**config.mk**
```make
export PLATFORM = sky130hd
export DESIGN_NAME = add_seconds_calendar_clock_top
export DESIGN_NICKNAME = d
export VERILOG_FILES = /design/src/rtl/ascc_pkg.sv /design/src/rtl/add_seconds_calendar_clock_top.sv
export SDC_FILE = /design/constraint.sdc
export NUM_CORES = 1
export LEC_CHECK = 0
export ABC_AREA = 0
export BUFFER_PORTS_ARGS = -buffer_cell sky130_fd_sc_hd__buf_4
export CORE_ASPECT_RATIO = 1.75
export CORE_MARGIN = 2
export CORE_UTILIZATION = 59
export CTS_BUF_LIST = sky130_fd_sc_hd__clkbuf_8
export DETAILED_ROUTE_END_ITERATION = 10
export GPL_TIMING_DRIVEN = 0
export PLACE_DENSITY_LB_ADDON = 0.08
export SLEW_MARGIN = 20
export SYNTH_ARGS = -nofsm -noshare
export SYNTH_HDL_FRONTEND = slang
export SYNTH_SLANG_ARGS = --single-unit
```
**constraint.sdc**
```tcl
create_clock -name clk -period 11.5 [get_ports clk]
set_clock_uncertainty 0.2 [all_clocks]
set_input_delay 1.15 -clock clk [delete_from_list [all_inputs] [get_ports clk]]
set_output_delay 1.15 -clock clk [all_outputs]
set_load 0.005 [all_outputs]
```
**src/rtl/ascc_pkg.sv**
```systemverilog
`timescale 1ns / 1ps
// ----------------------------------------------------------------------------
// ascc_pkg
// Constants and calendar helpers for the add-seconds calendar clock.
// ----------------------------------------------------------------------------
package ascc_pkg;

  localparam int unsigned SecWidth   = 6;
  localparam int unsigned MinWidth   = 6;
  localparam int unsigned HourWidth  = 5;
  localparam int unsigned DayWidth   = 5;
  localparam int unsigned MonthWidth = 4;
  localparam int unsigned YearWidth  = 14;
  localparam int unsigned AddWidth   = 16;
  localparam int unsigned SumWidth   = AddWidth + 1;

  localparam logic [SecWidth-1:0]   SecReset   = SecWidth'(0);
  localparam logic [MinWidth-1:0]   MinReset   = MinWidth'(0);
  localparam logic [HourWidth-1:0]  HourReset  = HourWidth'(0);
  localparam logic [DayWidth-1:0]   DayReset   = DayWidth'(9);
  localparam logic [MonthWidth-1:0] MonthReset = MonthWidth'(7);
  localparam logic [YearWidth-1:0]  YearReset  = YearWidth'(1982);

  localparam logic [YearWidth-1:0]  MaxYear    = YearWidth'(9999);
  localparam logic [MonthWidth-1:0] LastMonth  = MonthWidth'(12);
  localparam logic [MonthWidth-1:0] Feb        = MonthWidth'(2);
  localparam logic [HourWidth-1:0]  LastHour   = HourWidth'(23);
  localparam logic [MinWidth-1:0]   LastMin    = MinWidth'(59);
  localparam logic [SecWidth-1:0]   LastSec    = SecWidth'(59);

  // x / 60 for x below 2^16 + 60: (x >> 2) / 15 by reciprocal 34953 / 2^19
  function automatic logic [10:0] div60(input logic [SumWidth-1:0] x);
    logic [30:0] prod;
    prod = 31'(x[SumWidth-1:2]) * 31'(34953);
    return prod[29:19];
  endfunction

  // leap year by the 4/100/400 rule; y % 25 by reciprocal 5243 / 2^17
  function automatic logic is_leap(input logic [YearWidth-1:0] y);
    logic [26:0] prod;
    logic [9:0]  q25;
    logic [13:0] r25;
    prod = 27'(y) * 27'(5243);
    q25  = prod[26:17];
    r25  = y - 14'(q25) * 14'd25;
    return (y[1:0] == 2'b00) && ((r25 != 14'd0) || (y[3:0] == 4'b0000));
  endfunction

  function automatic logic [DayWidth-1:0] days_in(input logic [MonthWidth-1:0] m,
                                                  input logic [YearWidth-1:0] y);
    logic [DayWidth-1:0] d;
    unique case (m)
      4'd2:                     d = is_leap(y) ? 5'd29 : 5'd28;
      4'd4, 4'd6, 4'd9, 4'd11:  d = 5'd30;
      default:                  d = 5'd31;
    endcase
    return d;
  endfunction

endpackage

```
**src/rtl/add_seconds_calendar_clock_top.sv**
```systemverilog
`timescale 1ns / 1ps
// ----------------------------------------------------------------------------
// add_seconds_calendar_clock_top
// Time of day and Gregorian date; each word adds up to 65535 seconds.
// ----------------------------------------------------------------------------
// result path: input register, then the clock registers
// throughput: one word per cycle unless out_stall holds the result, set by the
// update of the clock registers, which also serve as the result register
// reset (rst, synchronous): time 00:00:00, date 1982-07-09, pipeline empty
// the clock saturates at 9999-12-31 23:59:59 and flags overflow for that word
module add_seconds_calendar_clock_top
  import ascc_pkg::*;
(
  input  logic                  clk,
  input  logic                  rst,
  input  logic                  in_valid,
  output logic                  in_stall,
  input  logic [AddWidth-1:0]   elapsed_seconds,
  output logic                  out_valid,
  input  logic                  out_stall,
  output logic [YearWidth-1:0]  year,
  output logic [MonthWidth-1:0] month,
  output logic [DayWidth-1:0]   day,
  output logic [HourWidth-1:0]  hour,
  output logic [MinWidth-1:0]   minute,
  output logic [SecWidth-1:0]   second,
  output logic                  overflow
);

  logic                  in_reg_valid;
  logic [AddWidth-1:0]   in_reg;
  logic                  advance;
  logic                  update;

  logic [SumWidth-1:0]   sec_sum;
  logic [10:0]           q_min;
  logic [11:0]           min_sum;
  logic [4:0]            q_hour;
  logic [5:0]            hour_sum;
  logic                  day_carry;

  logic [YearWidth-1:0]  year_next;
  logic [MonthWidth-1:0] month_next;
  logic [DayWidth-1:0]   day_next;
  logic [HourWidth-1:0]  hour_next;
  logic [MinWidth-1:0]   minute_next;
  logic [SecWidth-1:0]   second_next;
  logic                  overflow_next;

  // result register frees up when empty or taken this cycle
  assign advance  = !out_valid || !out_stall;
  assign update   = advance && in_reg_valid;
  assign in_stall = in_reg_valid && !advance;

  always_ff @(posedge clk) begin
    if (rst) begin
      in_reg_valid <= 1'b0;
      out_valid    <= 1'b0;
    end else begin
      if (!in_stall) begin
        in_reg_valid <= in_valid;
      end
      if (advance) begin
        out_valid <= in_reg_valid;
      end
    end
  end

  always_ff @(posedge clk) begin
    if (in_valid && !in_stall) begin
      in_reg <= elapsed_seconds;
    end
  end

  // carry chain: seconds -> minutes -> hours -> at most one day
  always_comb begin
    sec_sum     = SumWidth'(second) + SumWidth'(in_reg);
    q_min       = div60(sec_sum);
    second_next = SecWidth'(sec_sum - SumWidth'(q_min) * SumWidth'(60));
    min_sum     = 12'(minute) + 12'(q_min);
    q_hour      = 5'(div60(SumWidth'(min_sum)));
    minute_next = MinWidth'(min_sum - 12'(q_hour) * 12'd60);
    hour_sum    = 6'(hour) + 6'(q_hour);
    day_carry   = hour_sum >= 6'd24;
    hour_next   = day_carry ? HourWidth'(hour_sum - 6'd24) : HourWidth'(hour_sum);

    year_next     = year;
    month_next    = month;
    day_next      = day;
    overflow_next = 1'b0;
    if (day_carry) begin
      priority if (day < days_in(month, year)) begin
        day_next = day + DayWidth'(1);
      end else if (month < LastMonth) begin
        day_next   = DayWidth'(1);
        month_next = month + MonthWidth'(1);
      end else if (year >= MaxYear) begin
        // saturate at the last representable second
        overflow_next = 1'b1;
        hour_next     = LastHour;
        minute_next   = LastMin;
        second_next   = LastSec;
      end else begin
        day_next   = DayWidth'(1);
        month_next = MonthWidth'(1);
        year_next  = year + YearWidth'(1);
      end
    end
  end

  always_ff @(posedge clk) begin
    if (rst) begin
      year     <= YearReset;
      month    <= MonthReset;
      day      <= DayReset;
      hour     <= HourReset;
      minute   <= MinReset;
      second   <= SecReset;
      overflow <= 1'b0;
    end else if (update) begin
      year     <= year_next;
      month    <= month_next;
      day      <= day_next;
      hour     <= hour_next;
      minute   <= minute_next;
      second   <= second_next;
      overflow <= overflow_next;
    end
  end

endmodule
```
; Yosys cells after proc, flatten, opt, wreduce, memory -nomap -nowiden
; Index checks and enable logic that the tools add are counted.
[word_totals]
ff_bits = 59
latch_bits = 0
ramBits = 0
romBits = 0
input_bits = 20
out_inout_bits = 43
elab_cells = 82
mem_count = 0
[classes]
addsub = 10
mul = 6
n_div = 0
n_lt_le_gt_ge = 4
eq_ne = 7
n_shift = 0
muxes = 25
bitwise = 3
n_reduce_logical = 17
[op_table]
columns = operator, n
row1 = $mux W6, 8
row2 = $mux W5, 9
row3 = $mul A15 B16 Y30 const B, 1
row4 = $mul A14 B13 Y27 const B, 1
row5 = $mul A10 B16 Y24 const B, 1
row6 = $add A6 B16 Y17, 1
row7 = $add A14 B1 Y14 const B, 1
row8 = $ge A14 B14 Y1 const B, 1
row9 = $mul A10 B5 Y14 const B, 1
row10 = $reduce_bool A14 Y1, 1
row11 = $sub A14 B14 Y14, 1
row12 = $add A6 B11 Y12, 1
row13 = $sub A6 B6 Y6, 2
row14 = $mul A11 B4 Y4 const B, 1
row15 = $eq A4 B3 Y1 const B, 2
row16 = $eq A4 B4 Y1 const B, 2
row17 = $mux W4, 2
row18 = $add A5 B5 Y6, 1
row19 = $ge A6 B5 Y1 const B, 1
row20 = $add A5 B1 Y5 const B, 1
row21 = $lt A5 B5 Y1, 1
row22 = $mul A5 B4 Y4 const B, 1
row23 = $mux W1, 5
row24 = $reduce_and A5 Y1, 1
row25 = other kinds (16), 25

; Depth between registers and ports, before layout
; Gate-level depths: netlist (run 1).
[logic_depth]
ltp_word = 12
mapped_depth = 68
mapped_depth_nobuf = 67

; Least setup slack after synthesis (run 1)
; Ideal clock, no wire load.
[synth_timing]
path_type = flip-flop to flip-flop
from = reg in_reg[1]
to = reg minute[5]
setup_ns = 0.122
arrival_time_ns = 12.408
t_required_ns = 11.178
slack_ns = -1.230
path_stages_with_launch = 63
path_buffers = 0
period_less_slack_ns = 12.730
cell_sequence = edfxtp_1 ha_1 a21o_1 a21oi_1 o21ai_0 a21oi_1 nand2b_1 nor2_1 nand2_1 xnor2_1 ha_1 inv_1 fa_1 fa_1 inv_1 fa_1 ha_1 ha_1 [... 27 more ...] a2111oi_2 nand2_1 a41oi_1 a21oi_1 xnor2_1 inv_1 ha_1 inv_1 xnor2_1 ha_1 inv_1 ha_1 a21oi_1 xnor2_1 xnor2_1 xnor2_1 xnor2_1 a21oi_1
[synth_via]
elab_chain_len = 10
word_cells_on_any_way = 12
classes_between = 4 x add/sub / 3 x mul / 1 x order compare / 4 x mux
[synth_rtl]
columns = element, line_no
row1 = start: declaration, add_seconds_calendar_clock_top.sv:31  ; logic [AddWidth-1:0] in_reg;
row2 = start signal: assignment, add_seconds_calendar_clock_top.sv:71  ; in_reg <= elapsed_seconds;
row3 = $add A6 B16 Y17 (*), add_seconds_calendar_clock_top.sv:77  ; sec_sum = SumWidth'(second) + SumWidth'(in_reg);
row4 = $mul A15 B16 Y30 (*), ascc_pkg.sv:34  ; prod = 31'(x[SumWidth-1:2]) * 31'(34953);
row5 = $add A6 B11 Y12 (*), add_seconds_calendar_clock_top.sv:80  ; min_sum = 12'(minute) + 12'(q_min);
row6 = $mul A10 B16 Y24, ascc_pkg.sv:34
row7 = $mul A5 B4 Y4, add_seconds_calendar_clock_top.sv:82  ; minute_next = MinWidth'(min_sum - 12'(q_hour) * 12'd60);
row8 = $sub A6 B6 Y6, add_seconds_calendar_clock_top.sv:82
row9 = $mux W6, add_seconds_calendar_clock_top.sv:97  ; end else if (year >= MaxYear) begin
row10 = $mux W6, add_seconds_calendar_clock_top.sv:94  ; end else if (month < LastMonth) begin
row11 = $mux W6, add_seconds_calendar_clock_top.sv:92  ; priority if (day < days_in(month, year)) begin
row12 = $mux W6 (*), add_seconds_calendar_clock_top.sv:91  ; if (day_carry) begin
row13 = end signal: assignment, add_seconds_calendar_clock_top.sv:117  ; minute <= MinReset;
row14 = end signal: assignment, add_seconds_calendar_clock_top.sv:125  ; minute <= minute_next;
row15 = end: declaration, add_seconds_calendar_clock_top.sv:25  ; output logic [MinWidth-1:0] minute,
; Mark *: on every way between the ends. The rest lies on a longest branch, timed or not.
; A chain may end at the register's enable or synchronous reset.

; Worst setup path in the final report (run 1)
[layout_timing]
from = reg in_reg[0]
to = reg year[3]
[layout_via]
elab_chain_len = 7
[layout_rtl]
columns = element, line_no
row1 = $add A6 B16 Y17, add_seconds_calendar_clock_top.sv:77
row2 = $mul A15 B16 Y30, ascc_pkg.sv:34
row3 = $add A6 B11 Y12, add_seconds_calendar_clock_top.sv:80
row4 = $mul A10 B16 Y24, ascc_pkg.sv:34
row5 = $add A5 B5 Y6, add_seconds_calendar_clock_top.sv:83  ; hour_sum = 6'(hour) + 6'(q_hour);
row6 = $ge A6 B5 Y1, add_seconds_calendar_clock_top.sv:84  ; day_carry = hour_sum >= 6'd24;
row7 = $reduce_and A5 Y1 (no source line), --
row8 = end signal: assignment, add_seconds_calendar_clock_top.sv:113  ; year <= YearReset;
row9 = end signal: assignment, add_seconds_calendar_clock_top.sv:121  ; year <= year_next;
row10 = end: declaration, add_seconds_calendar_clock_top.sv:21  ; output logic [YearWidth-1:0] year,
; No other way between the ends.

==> flow_summary.json, run 1 <==
{
  "yosysUniqueCellTypes": 73,
  "slew-limit-headroom": 0.258,
  "rows": 69,
  "routedWlPerCell_um": 17.6,
  "area_growth_pct": 19.5,
  "synth_nets": 1766,
  "start_util": 0.597,
  "num_vias": 9560,
  "synth_seq_area_share": 0.112,
  "ys_top_cells_by_count": "ha_1 (311), inv_1 (285), fa_1 (113)",
  "cts_tree": "yes",
  "yosysMostFrequentCell": "ha_1",
  "synth_flop_cell": "dfxtp_1",
  "cp_max_fo": 6,
  "first_global_vias": 10100,
  "num_io_pins": 63,
  "post-place-cells": 1634,
  "violations": "negative setup slack",
  "cp-start-kind": "register",
  "max-cap-violations": 0,
  "grt_max_degree": 16,
  "synth_seq_cells": 59,
  "ant_nets": 0,
  "grt_use_total": 0.279,
  "netlist_area_um2": 12000,
  "crit_family": "adder cells",
  "finalCritPeriodShare": 1.09,
  "dp_hpwl_mm": 24.9,
  "layout-drive-gt1-share": 0.197,
  "clock_sinks": 59,
  "final_cells": 1698,
  "yosysTopAreaCellShare": 0.324,
  "timing_worst_slew_pin_value_ns": 1.11,
  "grt_antenna_before_repair": 1,
  "h-tree-depth": 3,
  "synthCells": 1322,
  "routed_wl_mm": 29.9,
  "crit_arrival_ns": 12.59,
  "fmax_mhz": 79.7,
  "maxSlewViolCount": 0,
  "drc": 0,
  "syn_avg_cell_area_um2": 9.09,
  "diodes": 0,
  "cts_buffer_depth": 2,
  "cts_root_buffer": "clkbuf_8",
  "min_period_ns": 12.54,
  "port_buffers": 62,
  "die_w_um": 112,
  "worstSetupEndpointType": "register",
  "synth_area_leader_cell": "ha_1",
  "fp.dieArea_um2": 21600,
  "cts.clk_slew.worst_paths_ns": 0.08,
  "finalSetupViolCount": 41,
  "grt_pass1_wl_mm": 47.8,
  "coreArea_um2": 20100,
  "fin_hold_ws_ns": 0.337,
  "worstHoldPathType": "register to register",
  "crit_buf_inv": 9,
  "die_h_um": 193,
  "async_flop_share": 0,
  "layout.nets": 1889,
  "largest_reg_flops": 16,
  "max_stage_delay_ns": 0.55,
  "crit_top_cell": "ha_4",
  "required_ns": 11.55,
  "outcome": "finished with violations",
  "gr-total-overflow": 0,
  "crit_slowest_cell": "fa_2",
  "yosys_warnings": 0,
  "rsz0062_at_grt": "true",
  "numCtsBuffers": 9,
  "first_pass_iters": 5,
  "hold_viol_final": 0,
  "setup.worst_path.class": "register to register",
  "via_per_inst": 5.63,
  "cts-hold-fix-buffers": 0,
  "setup_ws_ns": -1.04,
  "synth_edf_count": 16,
  "gp_congestion": 0.893,
  "synth_area_leaders": "ha_1 (32%), fa_1 (19%), inv_1 (8.9%), dfxtp_1 (7.2%), xnor2_1 (4.2%)",
  "drtIter0Drc": 306,
  "clock_latency_ns": 0.37
}
-- worst register-to-register path: cells and delay by family (launching register included) --
kind	cells	cell delay, ns
compound gates	15	2.59
simple gates	16	2.68
xor+xnor	5	0.84
buf+inv	9	0.68
fa+ha+maj	16	5.00
flops	1	0.42
-- path summary, 6_finish.rpt --
kind / cells past startpoint / slack, ns / endpoint / from
max: 61 / -1.04 / year[3] / in_reg[0]
min: 2 / 0.34 / day[1] / day[1]
max reg2reg: 61 / -1.04 / year[3] / in_reg[0]
min reg2reg: 2 / 0.34 / day[1] / day[1]
-- per-stage QoR --
stage | setup slack, ns | TNS (ns) | area, um^2 | util
after detailed placement | -1.63 | -59.33 | 13100 | 0.653
after global routing | -1.57 | -58.80 | 14400 | 0.714
after floorplan | -0.202 | -1.12 | 12300 | -
final | -1.04 | -37.60 | 14400 | 0.714
after CTS | -1.00 | -36.90 | 14000 | 0.696
after global placement | -1.47 | -52.29 | 13100 | 0.652
-- cell families after synthesis --
logic type / after synthesis / share of synthesized area
muxes: 9 / 0.00770
DFF: 59 / 0.112
and+or+nand+nor: 244 / 0.103
adders and majority gates: 424 / 0.512
AOI/OAI and AO/OA: 206 / 0.112
xor gates and xnor gates: 79 / 0.0576
buffers and inverters: 301 / 0.0960
-- metal layers --
layer	vias up	track usage	wire length, um
met5	-	0	13
met4	2	0.164	1760
met3	92	0.0210	607
met2	156	0.568	17600
met1	4626	0.266	9950
li1	4684	-	-
-- final cells by class --
cell class / count / area [um^2]
buffer: 15 / 82.6
clock buffer: 9 / 124
clock inverter: 7 / 90.1
fill: 1602 / 5760
inverter: 285 / 1070
multi-input combinational: 962 / 10400
sequential: 59 / 1340
tap: 248 / 310
timing repair buffer: 113 / 907
-- timing repair --
action                                  CTS  global route
endpoints found under the hold margin     0             0
buffers inserted                         30            18
endpoints found under the setup margin   41            41
gates cloned                              3             0
resized for setup                        72            51
pin swaps                                44            25
-- layout by cell type (no fill, tap or decap), types with 7 or more instances in the layout --
cell	Yosys	layout
edfxtp_1	16	16
xnor2_2	0	10
o21ai_0	49	43
nand2b_1	10	8
or3_1	9	9
nor2_1	61	55
a31oi_1	8	8
buf_4	0	100
o21a_1	13	13
a211oi_1	7	7
a21oi_1	57	29
a21o_1	12	12
buf_6	3	13
ha_4	0	17
nor2b_1	15	12
inv_1	285	274
ha_1	311	287
nor3_1	19	15
fa_1	113	107
xor2_1	22	15
a21oi_2	1	25
inv_2	0	12
mux2i_1	7	7
dfxtp_1	43	42
xnor2_1	57	43
nand4_1	19	19
clkbuf_1	11	11
nand3_1	19	13
clkbuf_8	0	9
ha_2	0	7
nand2_1	51	48
and3_1	14	13
Power of run 1 is left out: the tool's default activity adds up to more than one toggle a clock period on the data nets, which glitch-free logic cannot reach.
==> run 2, diff against run 1 <==
--- a/config.mk
+++ b/config.mk
@@ -9,7 +9,7 @@
 export BUFFER_PORTS_ARGS = -buffer_cell sky130_fd_sc_hd__buf_4
 export CORE_ASPECT_RATIO = 1.75
 export CORE_MARGIN = 2
-export CORE_UTILIZATION = 59
+export CORE_UTILIZATION = 65
 export CTS_BUF_LIST = sky130_fd_sc_hd__clkbuf_8
 export DETAILED_ROUTE_END_ITERATION = 10
 export GPL_TIMING_DRIVEN = 0
==> constraint.sdc (replaced) <==
create_clock -name clk -period 12.9 [get_ports clk]
set_clock_uncertainty 0.2 [all_clocks]
set_input_delay 1.29 -clock clk [delete_from_list [all_inputs] [get_ports clk]]
set_output_delay 1.29 -clock clk [all_outputs]
set_load 0.005 [all_outputs]
==> run 2 against run 1 <==
- the flow still finishes with violations (negative setup slack)
- sequential share of layout area barely moved
- maximum frequency fell by 4.4%
- routed wire length is 6.5% higher
- critical path depth rose by 1
- largest cell class unchanged
==> flow_summary.json, run 2 (synthesis results as in run 1) <==
{
  "cts_tree": "yes",
  "max_stage_delay_ns": 0.58,
  "clock_sinks": 59,
  "final_cells": 1690,
  "crit_slowest_cell": "fa_1",
  "numCtsBuffers": 9,
  "cp_max_fo": 3,
  "gp_congestion": 0.924,
  "mostFrequentLayoutCells": "ha_1 (284), inv_1 (271), fa_1 (109), buf_4 (109), nor2_1 (55)",
  "timing_worst_slew_pin_value_ns": 1.02,
  "largest_reg_flops": 16,
  "area_growth_pct": 19.6,
  "routed_wl_mm": 31.9,
  "cts_root_buffer": "clkbuf_8",
  "dp_hpwl_mm": 24.2,
  "grt_use_total": 0.305,
  "start_util": 0.666,
  "setup.worst_path.class": "register to register",
  "slew-limit-headroom": 0.322,
  "via_per_inst": 5.91,
  "pre_cts_ws_ns": -1.71,
  "fmax_mhz": 76.3,
  "hold_viol_final": 0,
  "cts_buffer_depth": 2,
  "max-cap-violations": 0,
  "num_vias": 9983,
  "routedWlPerCell_um": 18.9,
  "rsz0062_at_grt": "true",
  "r2r_slack_ns": -0.21,
  "ant_nets": 0,
  "layout.nets": 1896,
  "rows": 65,
  "cts-hold-fix-buffers": 0,
  "fp.dieArea_um2": 19600,
  "finalCritPeriodShare": 1.02,
  "first_global_vias": 10300,
  "num_io_pins": 63,
  "diodes": 0,
  "crit_family": "adder cells",
  "grt_max_degree": 16,
  "design_area_um2": 14400,
  "min_period_ns": 13.11,
  "mostFrequentLayoutCell": "ha_1",
  "layout-drive-gt1-share": 0.190,
  "grt_antenna_before_repair": 0,
  "min_from": "in_reg_valid",
  "grt_pass1_wl_mm": 47.4,
  "h-tree-depth": 3,
  "critPathLaunch": "in_reg[0]",
  "fin_tns_setup_ns": -2.18,
  "maxSlewViolCount": 0,
  "drc": 0,
  "outcome": "finished with violations",
  "port_buffers": 62,
  "first_pass_iters": 5,
  "clock_latency_ns": 0.37,
  "worstSetupEndpointType": "register",
  "crit_buf_inv": 10,
  "gr-total-overflow": 0,
  "post-place-cells": 1620,
  "cp-start-kind": "register",
  "violations": "negative setup slack",
  "cts.clk_slew.worst_paths_ns": 0.07,
  "crit_arrival_ns": 13.15,
  "setup_ws_ns": -0.213,
  "place_area_um2": 12800,
  "required_ns": 12.94,
  "reg2reg_from": "in_reg[0]",
  "drtIter0Drc": 477,
  "coreArea_um2": 18100,
  "die_w_um": 107,
  "die_h_um": 184,
  "worstHoldPathType": "register to register",
  "finalSetupViolCount": 31
}
-- run 2: cell count changes in the layout (fill, tap and decap cells not counted), moves of 3 or more --
cell     before  now
nand3_4       3    0
a21oi_1      29   38
buf_4       100  109
ha_4         17   22
buf_6        13    7
xor2_1       15   20
ha_1        287  284
xor2_2        6    1
a21oi_2      25   14
nor3_1       15   18
inv_1       274  271
-- run 2: worst paths after layout --
| check | endpoint | cells past startpoint |
|---|---|---|
| min reg2reg | out_valid | 2 |
| max | minute[5] | 62 |
| max reg2reg | minute[5] | 62 |
| min | out_valid | 2 |
-- run 2: cell type report --
| cell class | instances | area (um^2) |
|---|---|---|
| buffer | 16 | 97.6 |
| clock buffer | 11 | 151 |
| clock inverter | 4 | 48.8 |
| fill | 1185 | 3680 |
| inverter | 285 | 1070 |
| multi-input combinational | 962 | 10400 |
| sequential | 59 | 1350 |
| tap | 234 | 293 |
| timing repair buffer | 119 | 970 |
-- run 2: repair_timing --
action,4_1_cts,5_1_grt
resized for setup,64,102
setup endpoints to repair,41,41
setup buffers,20,32
pin swaps,41,56
gates cloned,0,3
-- run 2: routing by layer --
metal  wire [um]  up-vias  part of all wire  global-route usage
met2       18500      249              0.58               0.621
met5           0        -                 0                   0
met4        1920        0             0.060               0.170
li1            -     4700                 -                   -
met1       10700     4899              0.33               0.293
met3         805      135             0.025              0.0181
-- run 2: worst min-delay path, stage by stage, from the launching register on --
cell     delay [ns]
dfxtp_1        0.37
a21oi_1        0.05
nor2_1         0.08
-- run 2: through the flow --
stage / hold slack [ns] / util
2_1_floorplan: 0.264 / -
6_report: 0.332 / 0.796
3_3_place_gp: 0.291 / 0.708
5_1_grt: 0.372 / 0.796
4_1_cts: 0.322 / 0.750
3_5_place_dp: 0.304 / 0.709
Power of run 2 is left out for the same reason.
==> run 3, diff against run 2 <==
--- a/config.mk
+++ b/config.mk
@@ -13,6 +13,7 @@
 export CTS_BUF_LIST = sky130_fd_sc_hd__clkbuf_8
 export DETAILED_ROUTE_END_ITERATION = 10
 export GPL_TIMING_DRIVEN = 0
+export MAX_ROUTING_LAYER = met4
 export PLACE_DENSITY_LB_ADDON = 0.08
 export SLEW_MARGIN = 20
 export SYNTH_ARGS = -nofsm -noshare
==> run 3 against run 2 <==
- the flow still finishes with violations (negative setup slack)
- setup slack got worse by 0.22 ns
- clock-buffer cell count unchanged
- sequential cell count unchanged
- critical endpoint unchanged
==> flow_summary.json, run 3 (synthesis results as in run 1) <==
{
  "diodes": 0,
  "area_growth_pct": 18.9,
  "mostFrequentLayoutCells": "ha_1 (284), inv_1 (272), fa_1 (109), buf_4 (106), nor2_1 (54)",
  "drtIter0Drc": 443,
  "worstSetupEndpointType": "register",
  "max_stage_delay_ns": 0.59,
  "cp-start-kind": "register",
  "num_io_pins": 63,
  "r2r_slack_ns": -0.43,
  "ant_nets": 0,
  "min_path_cells": 2,
  "setup_ws_ns": -0.431,
  "critPathLaunch": "in_reg[0]",
  "ff2ff_path_depth": 63,
  "fmax_mhz": 75.0,
  "grt_use_total": 0.314,
  "dp_hpwl_mm": 24.2,
  "cts_tree": "yes",
  "mostFrequentLayoutCell": "ha_1",
  "fp.dieArea_um2": 19600,
  "crit_arrival_ns": 13.37,
  "first_global_vias": 10300,
  "coreArea_um2": 18100,
  "first_pass_iters": 5,
  "gr-total-overflow": 0,
  "layout-drive-gt1-share": 0.189,
  "die_w_um": 107,
  "finalCritPeriodShare": 1.03,
  "maxSlewViolCount": 0,
  "drc": 0,
  "routed_wl_mm": 31.7,
  "final_cells": 1686,
  "timing_worst_slew_pin_value_ns": 1.06,
  "slew-limit-headroom": 0.294,
  "die_h_um": 184,
  "via_per_inst": 5.92,
  "max-cap-violations": 0,
  "cp_max_fo": 3,
  "largest_reg_flops": 16,
  "crit_top_cell": "ha_4",
  "r2r_end": "minute[5]",
  "post-place-cells": 1620,
  "routedWlPerCell_um": 18.8,
  "clock_sinks": 59,
  "start_util": 0.666,
  "cts.clk_slew.worst_paths_ns": 0.07,
  "crit_slowest_cell": "fa_1",
  "port_buffers": 62,
  "cts_root_buffer": "clkbuf_8",
  "grt_max_degree": 16,
  "finalSetupViolCount": 40,
  "clock_latency_ns": 0.37,
  "violations": "negative setup slack",
  "rsz0062_at_grt": "true",
  "fillers": 1204,
  "grt_pass1_wl_mm": 47.4,
  "grt_antenna_before_repair": 0,
  "h-tree-depth": 3,
  "gp_congestion": 0.941,
  "layout.nets": 1892,
  "rows": 65,
  "outcome": "finished with violations",
  "min_period_ns": 13.33,
  "reg2reg_from": "in_reg[0]",
  "numCtsBuffers": 9,
  "critPathCapture": "minute[5]",
  "worstHoldPathType": "register to register",
  "cts_buffer_depth": 2,
  "required_ns": 12.94,
  "setup.worst_path.class": "register to register",
  "cts-hold-fix-buffers": 0,
  "hold_viol_final": 0,
  "num_vias": 9986
}
-- run 3: cell count changes in the layout (fill, tap and decap cells not counted), moves of 2 or more --
cell and delta:
a21oi_2 +7, a21oi_1 -6, buf_4 -3, a31oi_1 +2
nand2_4 -2
-- run 3: timing repair --
| action | in CTS | in global routing |
|---|---|---|
| pin swaps | 41 | 51 |
| setup buffers | 20 | 29 |
| cloned | 0 | 2 |
| setup endpoints to repair | 41 | 41 |
| resized for setup | 64 | 98 |
-- run 3: worst min path at each step --
| stage | from | to |
|---|---|---|
| final | in_reg_valid | out_valid |
| after global routing | day[1] | day[1] |
| after CTS | in_reg_valid | out_valid |
| after detailed placement | in_reg_valid | out_valid |
| after global placement | in_reg_valid | out_valid |
| after floorplan | in_reg_valid | out_valid |
-- run 3: area by class of cell --
type / count / area, um^2 / share of cell area
tap: 234 / 293 / 0.0205
clock buffer: 11 / 151 / 0.0106
sequential: 59 / 1350 / 0.0941
multi-input combinational: 962 / 10400 / 0.725
buffer: 16 / 97.6 / 0.00683
timing repair buffer: 115 / 922 / 0.0645
clock inverter: 4 / 48.8 / 0.00342
inverter: 285 / 1070 / 0.0749
-- run 3: per-stage QoR --
step | instance area [um^2] | setup WS [ns] | utilization | setup TNS, ns | hold WS (ns)
2_1_floorplan | 12000 | 0.170 | - | 0 | 0.264
3_3_place_gp | 12800 | -1.55 | 0.708 | -57.06 | 0.291
3_5_place_dp | 12800 | -1.71 | 0.709 | -63.70 | 0.304
4_1_cts | 13500 | 0.0188 | 0.750 | 0 | 0.322
5_1_grt | 14300 | -0.817 | 0.791 | -27.31 | 0.350
6_report | 14300 | -0.431 | 0.791 | -9.80 | 0.321
-- run 3: routing by layer --
metal / global-route usage / routed length [um] / vias up
met3: 0.0174 / 994 / 154
li1: - / - / 4689
met1: 0.293 / 10500 / 4851
met4: 0.167 / 1930 / 0
met2: 0.622 / 18300 / 292
met5: - / 0 / -
-- run 3: worst max-delay path, delay by kind of cell (launching register included) --
family | cells | cell delay, ns
adder cells (fa/ha/maj) | 17 | 5.57
AO/OA/AOI/OAI | 13 | 2.31
AND/OR/NAND/NOR | 12 | 1.94
XOR/XNOR | 8 | 1.69
buffers and inverters | 13 | 1.08
flip-flops | 1 | 0.42
Power of run 3 is left out for the same reason.
